<file path="config.mk">
export PLATFORM = sky130hd
export DESIGN_NAME = led_blink_event_table_core
export DESIGN_NICKNAME = d
export VERILOG_FILES = /design/src/hdl/lbet_pkg.sv /design/src/hdl/lbet_entry_ram.sv /design/src/hdl/lbet_entry_step.sv /design/src/hdl/led_blink_event_table_core.sv
export SDC_FILE = /design/constraint.sdc
export NUM_CORES = 1
export LEC_CHECK = 0
export ABC_CLOCK_PERIOD_IN_PS = 15600
export BUFFER_PORTS_ARGS = -buffer_cell sky130_fd_sc_hd__buf_2
export CAP_MARGIN = 20
export CORE_ASPECT_RATIO = 0.75
export CORE_UTILIZATION = 53
export CTS_BUF_LIST = sky130_fd_sc_hd__clkbuf_16
export DETAILED_ROUTE_END_ITERATION = 8
export PLACE_DENSITY = 0.69
export SLEW_MARGIN = 25
export SYNTH_ARGS = -nofsm -noshare
export SYNTH_HDL_FRONTEND = slang
export SYNTH_SLANG_ARGS = --single-unit
</file>
<file path="constraint.sdc">
create_clock -name clk -period 15.6 [get_ports clk]
set_input_delay 3.12 -clock clk [delete_from_list [all_inputs] [get_ports clk]]
set_output_delay 3.12 -clock clk [all_outputs]
set_load 0.01 [all_outputs]
</file>
<file path="src/hdl/lbet_pkg.sv">
// shared types, codes and sizes for the led blink event table
package lbet_pkg;

    localparam int MAX_EVENTS_DEF = 8;
    localparam int MAX_RESULTS    = 8;
    localparam int RES_IDX_W      = $clog2(MAX_RESULTS);
    localparam int RES_CNT_W      = $clog2(MAX_RESULTS + 1);

    localparam logic [7:0] FOREVER_REPEATS = 8'hFF;

    // request codes
    localparam logic [1:0] REQ_SETUP  = 2'd0;
    localparam logic [1:0] REQ_CANCEL = 2'd1;
    localparam logic [1:0] REQ_TICK   = 2'd2;

    // status codes
    localparam logic [2:0] ST_OK        = 3'd0;
    localparam logic [2:0] ST_BAD_PARAM = 3'd1;
    localparam logic [2:0] ST_FULL      = 3'd2;
    localparam logic [2:0] ST_PRIO_HELD = 3'd3;
    localparam logic [2:0] ST_NOT_FOUND = 3'd4;

    // one stored blink event
    typedef struct packed {
        logic [7:0]  id;
        logic [15:0] on_time;
        logic [15:0] off_time;
        logic [7:0]  repeats;
        logic [7:0]  prio;
        logic [31:0] start;
        logic        lit;
    } entry_t;

    // outcome of one entry on a tick
    typedef struct packed {
        entry_t entry;
        logic   keep;
        logic   report;
        logic   drive_on;
    } step_t;

endpackage

</file>
<file path="src/hdl/lbet_entry_ram.sv">
// entry memory: one write port, one read port, registered read data
module lbet_entry_ram #(
    parameter int DEPTH  = lbet_pkg::MAX_EVENTS_DEF,
    parameter int ADDR_W = (DEPTH > 1) ? $clog2(DEPTH) : 1
) (
    input  logic                  clk,
    input  logic                  wr_en,
    input  logic [ADDR_W-1:0]     wr_addr,
    input  lbet_pkg::entry_t      wr_data,
    input  logic                  rd_en,
    input  logic [ADDR_W-1:0]     rd_addr,
    output lbet_pkg::entry_t      rd_data
);

    lbet_pkg::entry_t mem [DEPTH];

    always_ff @(posedge clk)
    begin
        if (wr_en)
        begin
            mem[wr_addr] <= wr_data;
        end
    end

    always_ff @(posedge clk)
    begin
        if (rd_en)
        begin
            rd_data <= mem[rd_addr];
        end
    end

endmodule

</file>
<file path="src/hdl/lbet_entry_step.sv">
// per-tick timing update of one blink entry
module lbet_entry_step (
    input  lbet_pkg::entry_t entry,
    input  logic [31:0]      now,
    output lbet_pkg::step_t  step
);

    logic [31:0] elapsed;
    logic [31:0] start_on;
    logic [31:0] start_off;
    logic        on_done;
    logic        off_done;
    logic        endless;
    logic [7:0]  rep_dec;
    logic        relight;

    always_comb
    begin
        elapsed   = now - entry.start;
        start_on  = entry.start + {16'd0, entry.on_time};
        start_off = entry.start + {16'd0, entry.off_time};
        on_done   = elapsed > {16'd0, entry.on_time};
        off_done  = elapsed > {16'd0, entry.off_time};
        endless   = entry.repeats == lbet_pkg::FOREVER_REPEATS;
        rep_dec   = endless ? entry.repeats : entry.repeats - 8'd1;
        relight   = endless || (rep_dec != 8'd0);

        step          = '0;
        step.entry    = entry;
        step.keep     = 1'b1;

        if (entry.lit)
        begin
            if (on_done)
            begin
                step.entry.lit   = 1'b0;
                step.entry.start = start_on;
                step.report      = 1'b1;
                step.drive_on    = 1'b0;
            end
        end
        else if (off_done)
        begin
            step.entry.repeats = rep_dec;
            if (relight)
            begin
                step.entry.lit   = 1'b1;
                step.entry.start = start_off;
                step.report      = 1'b1;
                step.drive_on    = 1'b1;
            end
            else
            begin
                step.keep = 1'b0;
            end
        end
    end

endmodule

</file>
<file path="src/hdl/led_blink_event_table_core.sv">
// led blink event table: top level with request sequencer and result buffer
// sequence: each stored entry is read in S_READ and handled in S_EXEC via the single
// read port of the entry ram, then S_DONE and S_EMIT follow; a rejected setup or
// unknown request skips the walk; results leave in S_EMIT, one per cycle while
// out_ready is high; throughput: one request at a time, next request accepted after its last result
// reset: asynchronous active low, table empty, tick counter zero, ram left unwritten
module led_blink_event_table_core #(
    parameter int MAX_EVENTS = lbet_pkg::MAX_EVENTS_DEF
) (
    input  logic        clk,
    input  logic        rst_n,
    input  logic        in_valid,
    output logic        in_ready,
    input  logic [1:0]  req_type,
    input  logic [7:0]  led_id,
    input  logic [15:0] on_time,
    input  logic [15:0] off_time,
    input  logic [7:0]  repeat_count,
    input  logic [7:0]  priority_req,
    output logic        out_valid,
    input  logic        out_ready,
    output logic [2:0]  status,
    output logic [7:0]  drive_id,
    output logic        drive_valid,
    output logic        drive_on,
    output logic        busy_res,
    output logic        last
);

    localparam int IDX_W = (MAX_EVENTS > 1) ? $clog2(MAX_EVENTS) : 1;
    localparam int CNT_W = $clog2(MAX_EVENTS + 1);
    localparam int RES_IDX_W = lbet_pkg::RES_IDX_W;
    localparam int RES_CNT_W = lbet_pkg::RES_CNT_W;

    // sequencer states
    typedef enum logic [4:0] {
        S_IDLE = 5'b00001,
        S_READ = 5'b00010,
        S_EXEC = 5'b00100,
        S_DONE = 5'b01000,
        S_EMIT = 5'b10000
    } state_t;

    // one buffered result transaction
    typedef struct packed {
        logic [2:0] status;
        logic [7:0] id;
        logic       drive_valid;
        logic       drive_on;
    } res_t;

    state_t state_reg, state_next;

    // captured request
    logic [1:0]  req_reg, req_next;
    logic [7:0]  id_reg, id_next;
    logic [15:0] on_reg, on_next;
    logic [15:0] off_reg, off_next;
    logic [7:0]  rep_reg, rep_next;
    logic [7:0]  prio_reg, prio_next;

    // table state
    logic [CNT_W-1:0] count_reg, count_next;
    logic [31:0]      now_reg, now_next;

    // walk pointers: r reads every entry, w packs the kept ones
    logic [CNT_W-1:0] r_reg, r_next;
    logic [CNT_W-1:0] w_reg, w_next;
    logic             found_reg, found_next;
    logic [IDX_W-1:0] hit_pos_reg, hit_pos_next;
    logic [7:0]       hit_prio_reg, hit_prio_next;

    // result buffer
    res_t                 res_buf [lbet_pkg::MAX_RESULTS];
    logic [RES_CNT_W-1:0] n_reg, n_next;
    logic [RES_IDX_W-1:0] op_reg, op_next;
    logic                 push;
    res_t                 push_rec;

    // entry ram ports
    logic             wr_en;
    logic [IDX_W-1:0] wr_addr;
    lbet_pkg::entry_t wr_data;
    logic             rd_en;
    logic [IDX_W-1:0] rd_addr;
    lbet_pkg::entry_t rd_data;

    lbet_pkg::step_t  step;
    lbet_pkg::entry_t new_entry;
    logic             setup_bad;
    logic             id_hit;
    logic             push_room;

    lbet_entry_ram #(
        .DEPTH  (MAX_EVENTS),
        .ADDR_W (IDX_W)
    ) u_ram (
        .clk     (clk),
        .wr_en   (wr_en),
        .wr_addr (wr_addr),
        .wr_data (wr_data),
        .rd_en   (rd_en),
        .rd_addr (rd_addr),
        .rd_data (rd_data)
    );

    // timing update of the entry just read, against the advanced tick count
    lbet_entry_step u_step (
        .entry (rd_data),
        .now   (now_reg),
        .step  (step)
    );

    assign in_ready  = (state_reg == S_IDLE);
    assign out_valid = (state_reg == S_EMIT);
    assign status      = res_buf[op_reg].status;
    assign drive_id    = res_buf[op_reg].id;
    assign drive_valid = res_buf[op_reg].drive_valid;
    assign drive_on    = res_buf[op_reg].drive_on;
    // busy reflects the table after the whole request, so results wait in the buffer
    assign busy_res  = (count_reg != '0);
    assign last      = (RES_CNT_W'(op_reg) == n_reg - RES_CNT_W'(1));

    assign setup_bad = (on_reg == 16'd0) || (rep_reg == 8'd0);
    assign id_hit    = (rd_data.id == id_reg);
    assign push_room = (n_reg != RES_CNT_W'(lbet_pkg::MAX_RESULTS));

    always_comb
    begin
        new_entry          = '0;
        new_entry.id       = id_reg;
        new_entry.on_time  = on_reg;
        new_entry.off_time = off_reg;
        new_entry.repeats  = rep_reg;
        new_entry.prio     = prio_reg;
        new_entry.start    = now_reg;
        new_entry.lit      = 1'b1;
    end

    always_comb
    begin
        state_next    = state_reg;
        req_next      = req_reg;
        id_next       = id_reg;
        on_next       = on_reg;
        off_next      = off_reg;
        rep_next      = rep_reg;
        prio_next     = prio_reg;
        count_next    = count_reg;
        now_next      = now_reg;
        r_next        = r_reg;
        w_next        = w_reg;
        found_next    = found_reg;
        hit_pos_next  = hit_pos_reg;
        hit_prio_next = hit_prio_reg;
        n_next        = n_reg;
        op_next       = op_reg;
        push          = 1'b0;
        push_rec      = '0;
        wr_en         = 1'b0;
        wr_addr       = w_reg[IDX_W-1:0];
        wr_data       = rd_data;
        rd_en         = 1'b0;
        rd_addr       = r_reg[IDX_W-1:0];

        unique case (state_reg)
            S_IDLE:
            begin
                if (in_valid)
                begin
                    req_next   = req_type;
                    id_next    = led_id;
                    on_next    = on_time;
                    off_next   = off_time;
                    rep_next   = repeat_count;
                    prio_next  = priority_req;
                    r_next     = '0;
                    w_next     = '0;
                    found_next = 1'b0;
                    n_next     = '0;
                    op_next    = '0;
                    if (req_type == lbet_pkg::REQ_TICK)
                    begin
                        now_next = now_reg + 32'd1;
                    end
                    // rejected setups and unknown codes skip the table walk
                    if ((req_type == lbet_pkg::REQ_SETUP &&
                         (on_time == 16'd0 || repeat_count == 8'd0)) ||
                        (req_type != lbet_pkg::REQ_SETUP &&
                         req_type != lbet_pkg::REQ_CANCEL &&
                         req_type != lbet_pkg::REQ_TICK))
                    begin
                        state_next = S_DONE;
                    end
                    else
                    begin
                        state_next = S_READ;
                    end
                end
            end

            S_READ:
            begin
                if (r_reg == count_reg)
                begin
                    state_next = S_DONE;
                end
                else
                begin
                    rd_en      = 1'b1;
                    state_next = S_EXEC;
                end
            end

            S_EXEC:
            begin
                r_next     = r_reg + CNT_W'(1);
                state_next = S_READ;
                case (req_reg)
                    lbet_pkg::REQ_SETUP:
                    begin
                        if (!found_reg && id_hit)
                        begin
                            found_next    = 1'b1;
                            hit_pos_next  = r_reg[IDX_W-1:0];
                            hit_prio_next = rd_data.prio;
                        end
                    end
                    lbet_pkg::REQ_CANCEL:
                    begin
                        // matching entry is skipped, the rest pack down
                        if (!found_reg && id_hit)
                        begin
                            found_next = 1'b1;
                        end
                        else
                        begin
                            wr_en   = 1'b1;
                            wr_data = rd_data;
                            w_next  = w_reg + CNT_W'(1);
                        end
                    end
                    lbet_pkg::REQ_TICK:
                    begin
                        if (step.keep)
                        begin
                            wr_en   = 1'b1;
                            wr_data = step.entry;
                            w_next  = w_reg + CNT_W'(1);
                        end
                        if (step.report)
                        begin
                            push                 = push_room;
                            push_rec.status      = lbet_pkg::ST_OK;
                            push_rec.id          = rd_data.id;
                            push_rec.drive_valid = 1'b1;
                            push_rec.drive_on    = step.drive_on;
                        end
                    end
                    default:
                    begin
                    end
                endcase
            end

            S_DONE:
            begin
                state_next = S_EMIT;
                push       = 1'b1;
                case (req_reg)
                    lbet_pkg::REQ_SETUP:
                    begin
                        if (setup_bad)
                        begin
                            push_rec.status = lbet_pkg::ST_BAD_PARAM;
                        end
                        else if (!found_reg)
                        begin
                            if (count_reg == CNT_W'(MAX_EVENTS))
                            begin
                                push_rec.status = lbet_pkg::ST_FULL;
                            end
                            else
                            begin
                                wr_en                = 1'b1;
                                wr_addr              = count_reg[IDX_W-1:0];
                                wr_data              = new_entry;
                                count_next           = count_reg + CNT_W'(1);
                                push_rec.status      = lbet_pkg::ST_OK;
                                push_rec.id          = id_reg;
                                push_rec.drive_valid = 1'b1;
                                push_rec.drive_on    = 1'b1;
                            end
                        end
                        else if (hit_prio_reg > prio_reg)
                        begin
                            push_rec.status = lbet_pkg::ST_PRIO_HELD;
                        end
                        else
                        begin
                            // rewrite in place, table position unchanged
                            wr_en                = 1'b1;
                            wr_addr              = hit_pos_reg;
                            wr_data              = new_entry;
                            push_rec.status      = lbet_pkg::ST_OK;
                            push_rec.id          = id_reg;
                            push_rec.drive_valid = 1'b1;
                            push_rec.drive_on    = 1'b1;
                        end
                    end
                    lbet_pkg::REQ_CANCEL:
                    begin
                        // led goes dark even when the id is unknown
                        count_next           = w_reg;
                        push_rec.status      = found_reg ? lbet_pkg::ST_OK
                                                         : lbet_pkg::ST_NOT_FOUND;
                        push_rec.id          = id_reg;
                        push_rec.drive_valid = 1'b1;
                        push_rec.drive_on    = 1'b0;
                    end
                    lbet_pkg::REQ_TICK:
                    begin
                        count_next = w_reg;
                        // quiet tick still gives one transaction
                        push       = (n_reg == '0);
                    end
                    default:
                    begin
                        push_rec.status = lbet_pkg::ST_BAD_PARAM;
                    end
                endcase
            end

            S_EMIT:
            begin
                if (out_ready)
                begin
                    if (last)
                    begin
                        state_next = S_IDLE;
                    end
                    else
                    begin
                        op_next = op_reg + RES_IDX_W'(1);
                    end
                end
            end

            default:
            begin
                state_next = S_IDLE;
            end
        endcase

        if (push)
        begin
            n_next = n_reg + RES_CNT_W'(1);
        end
    end

    always_ff @(posedge clk or negedge rst_n)
    begin
        if (!rst_n)
        begin
            state_reg <= S_IDLE;
            count_reg <= '0;
            now_reg   <= '0;
            r_reg     <= '0;
            w_reg     <= '0;
            found_reg <= 1'b0;
            n_reg     <= '0;
            op_reg    <= '0;
        end
        else
        begin
            state_reg <= state_next;
            count_reg <= count_next;
            now_reg   <= now_next;
            r_reg     <= r_next;
            w_reg     <= w_next;
            found_reg <= found_next;
            n_reg     <= n_next;
            op_reg    <= op_next;
        end
    end

    // payload registers, no reset
    always_ff @(posedge clk)
    begin
        req_reg      <= req_next;
        id_reg       <= id_next;
        on_reg       <= on_next;
        off_reg      <= off_next;
        rep_reg      <= rep_next;
        prio_reg     <= prio_next;
        hit_pos_reg  <= hit_pos_next;
        hit_prio_reg <= hit_prio_next;
        if (push)
        begin
            res_buf[n_reg[RES_IDX_W-1:0]] <= push_rec;
        end
    end

endmodule

</file>
======== After elaboration in Yosys (flattened, before gate mapping) ========
Memories as Yosys holds them, arrays and structs flattened. A register that Yosys moved wholly into a read port is not among the register bits.
Index checks and enable logic that the tools add are counted.
word-level totals
  flip-flop bits (word level) ............. 126
  bits in writable memories ............... 816
  bits of input ports ..................... 62
  word-level logic and storage cells ...... 180
  memories kept ........................... 2
memory list
  memory     words  bits a word  rd ports  clocked after memory_dff  wr ports  RTL line                          RTL
  u_ram.mem  8      89           1         1                         1         lbet_entry_ram.sv:15              lbet_pkg::entry_t mem [DEPTH];
  res_buf    8      13           1         0                         1         led_blink_event_table_core.sv:74  res_t res_buf [lbet_pkg::MAX_RESULTS];
cells by class
  add/sub/neg operators ................... 11
  $lt $le $gt $ge ......................... 3
  equal/unequal tests ..................... 28
  multiplexer cells ....................... 84
  reduce and logical (&&, ||, !) cells .... 36
operator list
  operator                 count
  $mux W89                 5
  $pmux W89 S2             1
  $mux W33                 3
  $mux W49                 2
  $add A32 B16 Y32         2
  $gt A32 B16 Y1           2
  $mux W10                 5
  $mux W4                  10
  $mux W36                 1
  $mux W3                  11
  $add A32 B1 Y32 const B  1
  $logic_not A16 Y1        2
  $pmux W4 S2              4
  $sub A32 B32 Y32         1
  $pmux W13 S2             1
  $pmux W5 S5              1
  $mux W8                  3
  $mux W1                  21
  $pmux W10 S2             1
  $add A4 B1 Y4 const B    4
  $logic_not A8 Y1         2
  $ne A2 B2 Y1 const B     8
  $mux W5                  3
  $mux W13                 1
  36 further kinds         67

======== Logic depth before layout (Yosys ltp) ========
  depth after elaboration ................. 12
  gate-level depth with buffers ........... 23
  depth with buffers taken out ............ 22

======== By module ========
Synthesis repeated with hierarchy kept, for this count alone.
second synthesis, totals
  cell total of the unflattened synthesis .. 2742
  area, all modules ....................... 46140.5 um^2
by module, submodules not included
  module                      times used  cells each  area an instance (um^2)  sequential area each (um^2)
  lbet_entry_ram              1           1131        29502.0                  24053.1
  led_blink_event_table_core  1           837         11265.8                  6622.6
  lbet_entry_step             1           774         5372.7                   0.0

======== Worst setup path before layout ========
Ideal clock, no wire load.
  path kind ............................... flip-flop to flip-flop
  start ................................... reg now_reg[0]
  end ..................................... mem u_ram.mem[2][0] (netlist name) (enable)
  setup time .............................. 0.787 ns
  arrival time ............................ 12.883 ns
  data required time ...................... 14.813 ns
  path slack .............................. 1.930 ns
  cell stages (with the launch flop) ...... 20
  period minus slack after synthesis ...... 13.670 ns
  cell sequence ........................... dfrtp_1 inv_1 ha_1 fa_1 nand2b_1 a21oi_4 o211ai_1 a21o_1 xnor2_1 ha_1 o21a_1 o21ai_0 a21oi_1 o21ai_0 a31oi_1 nand4b_1 o21ba_1 o22ai_1 a31oi_1 nor4b_1
on the way
  longest elaborated chain between the ends .. 9
RTL lines
  item                           RTL line                           RTL
  from (decl)                    led_blink_event_table_core.sv:64   logic [31:0] now_reg, now_next;
  from (signal assigned)         led_blink_event_table_core.sv:378  now_reg <= now_next;
  $sub A32 B32 Y32               lbet_entry_step.sv:19              elapsed = now - entry.start;
  $gt A32 B16 Y1                 lbet_entry_step.sv:23              off_done = elapsed > {16'd0, entry.off_time};
  $mux W36                       lbet_entry_step.sv:42              else if (off_done)
  $mux W1                        lbet_entry_step.sv:32              if (entry.lit)
  $mux W1                        led_blink_event_table_core.sv:245  if (step.keep)
  $pmux W1 S2                    led_blink_event_table_core.sv:219  case (req_reg)
  $pmux W1 S2                    led_blink_event_table_core.sv:166  unique case (state_reg)
  $mux W1                        lbet_entry_ram.sv:19               if (wr_en)
  $mux W1 (not written as such)  lbet_entry_ram.sv:21               mem[wr_addr] <= wr_data;
  to (decl)                      lbet_entry_ram.sv:15
No other way between the ends.

======== Final worst setup path ========
  start ................................... reg now_reg[0]
  end ..................................... mem u_ram.mem[1][48] (netlist name) (enable)
The elaborated chain is that of the path after synthesis.

==> key figures <==
Outcome
  – Status: complete, no violations

Logic synthesis
  – Top_reg_cell synth: edfxtp_1
  – Mean Syn Cell Area: 16.3 µm²
  – Top-area cell type share of the netlist area: 64.4%
  – Synth Cell Area: 45400 µm²
  – Post-Syn Nets: 2967
  – Synth Instances: 2783
  – Area leader, netlist: edfxtp_1
  – Synth unique cells: 84
  – Sequential element share of the synthesized area: 67.6%
  – Ys Warns: 0
  – Asr flop ratio synth: 5.53%
  – Number of flops mapped to enable cells by yosys: 974
  – FF+latch count, synth: 1031
  – Ranking of synthesized cells by area: edfxtp_1 64%, mux4_2 10%, ha_1 3.3%

Placed design
  – Post-placement cell count: 3928
  – GPL Wtd Cong: 0.997
  – Port Buffer Count: 78
  – Placed inst area: 47300 µm²
  – Final HPWL DP: 70100 µm

Layout
  – Reg with most FFs: u_ram.mem
  – Commonest non-fill, non-tap cell in the layout: edfxtp_1
  – Final core utilization: 59.8%
  – # diodes: 0
  – Max reg flops: 712
  – Non-Filler Instances: 4109
  – Ratio of cells with drive above 1 in the final layout: 21.3%
  – Layout fillers: 6147
  – Fin area: 50500 µm²
  – Final nets: 3084
  – Area Overhead vs Synth: 11.2%
  – Most frequent cells in the layout: 974 x edfxtp_1, 204 x mux4_2, 185 x nand2_1, 125 x inv_1, 119 x ha_1

Worst hold path
  – Hold crit path type: reg2reg
  – WHS Path Cells: 0
  – Hold Path End: hit_prio_reg[1]$_DFFE_PP_
  – Hold_sp: u_ram.rd_data[34]$_DFFE_PP_

Clocking
  – CTS Hold Bufs: 0
  – Max Buffers Root-to-Sink: 3
  – Clock sinks: 1031
  – CTS tree: yes
  – H-tree Lvls: 3
  – Post-cts resize count: 0
  – Clock slew at reported path FFs: 0.06 ns
  – TritonCTS buffer count: 97
  – CTS root buffer: clkbuf_16
  – Post CTS Setup Buffer Count: 0
  – Clock latency on the worst-skew pair: 0.69 ns

Setup path
  – Worst reg-to-reg path cell count: 21
  – Worst path top cell family by delay: compound AO/OA/AOI/OAI gates
  – Register-to-Register Setup Slack: 8.75 ns
  – Slowest-stage cell, CP: buf_4
  – Startpoint Class: register
  – Critical R2R Capture: u_ram.mem[1][48]$_DFFE_PP_
  – Worst Path Required: 15.90 ns
  – CP cell instances: inv_1 -> ha_1 -> fa_1 -> nand2b_1 -> a21oi_4 -> o211ai_1 -> a21o_1 -> xnor2_1 -> ha_1 -> o21a_1 -> o21ai_0 -> a21oi_1 -> o21ai_0 -> a31oi_1 -> nand4b_1 -> o21ba_1 -> o22ai_1 -> a31oi_1 -> nor3_2 -> buf_4 -> buf_4
  – Critical path arrival: 7.16 ns
  – Launching point of the worst reg2reg path: now_reg[0]$_DFFE_PN0P_
  – Crit path kind: reg2reg
  – Worst Setup End Kind: register
  – Slowest stage delay, CP: 0.85 ns
  – Crit Path Max Fanout: 54
  – Worst Path Buf+Inv: 3

Routing
  – Final ANT Viol Nets: 0
  – Routed WL: 110000 µm
  – Drt first pass iters: 5
  – DR WL/cell: 26.9 µm
  – Vias: 26352
  – Vias per Instance: 6.41
  – First DRT Iteration DRCs: 3099
  – DR DRC count: 0

Pwr
  – Total power: 5.37 mW
  – NetSw: 1.09 mW
  – PD cells: 106 nW/µm²
  – Leak pwr: 16.4 nW
  – Sw Share: 20.2%
  – Worst vdd ir: 0.0000980 V
  – Logic pwr share: 1.0%
  – Reg power frac: 55.9%
  – Internal: 4.29 mW
  – Clock power share: 43.1%

Global routing
  – Number of global-route vias before repair: 26526
  – Global-route wire length before repair: 167000 µm
  – Grt ovf: 0
  – Antenna violations before repair: 0
  – Total GRT Usage: 25.6%
  – Largest net degree at the start of global routing: 90

Floorplanning
  – IO Pins: 79
  – Die Ht: 255 µm
  – Die area: 86800 µm²
  – Initial core utilization: 53.8%
  – Row cnt: 92
  – Die X: 340 µm
  – Core outline area: 84400 µm²

STA
  – Slew margin rel.: 27.6%
  – Post-route minimum period: 6.85 ns
  – RSZ-0062 raised after global routing: false
  – Final count of hold timing violations: 0
  – Setup TNS: 0 ns
  – Period utilisation layout: 43.9%
  – F_max: 146 MHz
  – Pins over their slew limit: 0
  – Slew @ Worst Pin: 1.08 ns
  – Endpoints failing setup: 0
  – Post-Route Skew: 0.0686 ns

Run
  – Max-Cap Viols: 0
area by class of cell:
class	count	area [µm²]	share of cell area, %
multi-input combinational	1526	14000	27.7
clock inverter	80	633	1.25
tap	1128	1410	2.80
clock buffer	100	2500	4.96
inverter	108	405	0.803
timing repair buffer	136	857	1.70
sequential	1031	30700	60.8
layer usage:
layer  track usage [%]  wire, µm
met1              40.2     49300
met2              37.1     48900
met3              4.25      9550
met4              6.82      2620
met5                 0         0
cell usage after synthesis, drive strengths merged (35+ instances only):
master  count
mux2      103
ha        119
o21ai     123
nor2       94
dfrtp      56
edfxtp    974
xnor2      70
nand3      43
a21o       35
buf        36
nor3       54
a21oi      99
nor4       35
nand4      35
inv       107
nand2     185
clkbuf     82
mux4      204
worst max-delay path by stage:
stage / start / endpoint / slack [ns] / depth (start not counted)
5_1_grt: now_reg[0]$_DFFE_PN0P_ / u_ram.mem[1][37]$_DFFE_PP_ / 8.29 / 21
4_1_cts: now_reg[0]$_DFFE_PN0P_ / u_ram.mem[1][45]$_DFFE_PP_ / 8.83 / 21
6_report: now_reg[0]$_DFFE_PN0P_ / u_ram.mem[1][48]$_DFFE_PP_ / 8.75 / 21
2_1_floorplan: now_reg[0]$_DFFE_PN0P_ / u_ram.mem[2][0]$_DFFE_PP_ / 1.93 / 19
3_5_place_dp: now_reg[0]$_DFFE_PN0P_ / u_ram.mem[1][51]$_DFFE_PP_ / 8.85 / 21
3_3_place_gp: now_reg[0]$_DFFE_PN0P_ / u_ram.mem[2][51]$_DFFE_PP_ / 8.85 / 21
power by group through the flow:
stage | sequential [mW] | combinational [mW] | clock (mW)
3_3_place_gp | 3.06 | 0.0497 | 0
4_1_cts | 3.01 | 0.0520 | 2.35
5_1_grt | 3.01 | 0.0553 | 2.45
6_report | 3.01 | 0.0520 | 2.32
3_5_place_dp | 3.06 | 0.0519 | 0
2_1_floorplan | 3.05 | 0.0428 | 0
stage by stage:
stage               setup slack (ns)  hold WS, ns
global placement                8.85        0.438
CTS                             8.83        0.453
detailed placement              8.85        0.440
global route                    8.29        0.467
floorplan                       1.93        0.426
finish                          8.75        0.461
cell families after synthesis:
logic type,share of synthesized area [%]
and+or+nand+nor,6.07
xor gates and xnor gates,1.85
adders and majority gates,3.41
buffers and inverters,1.89
DFF,67.6
AOI/OAI and AO/OA,6.27
muxes,12.9
Note: power is estimated with default switching activity, not from simulation.
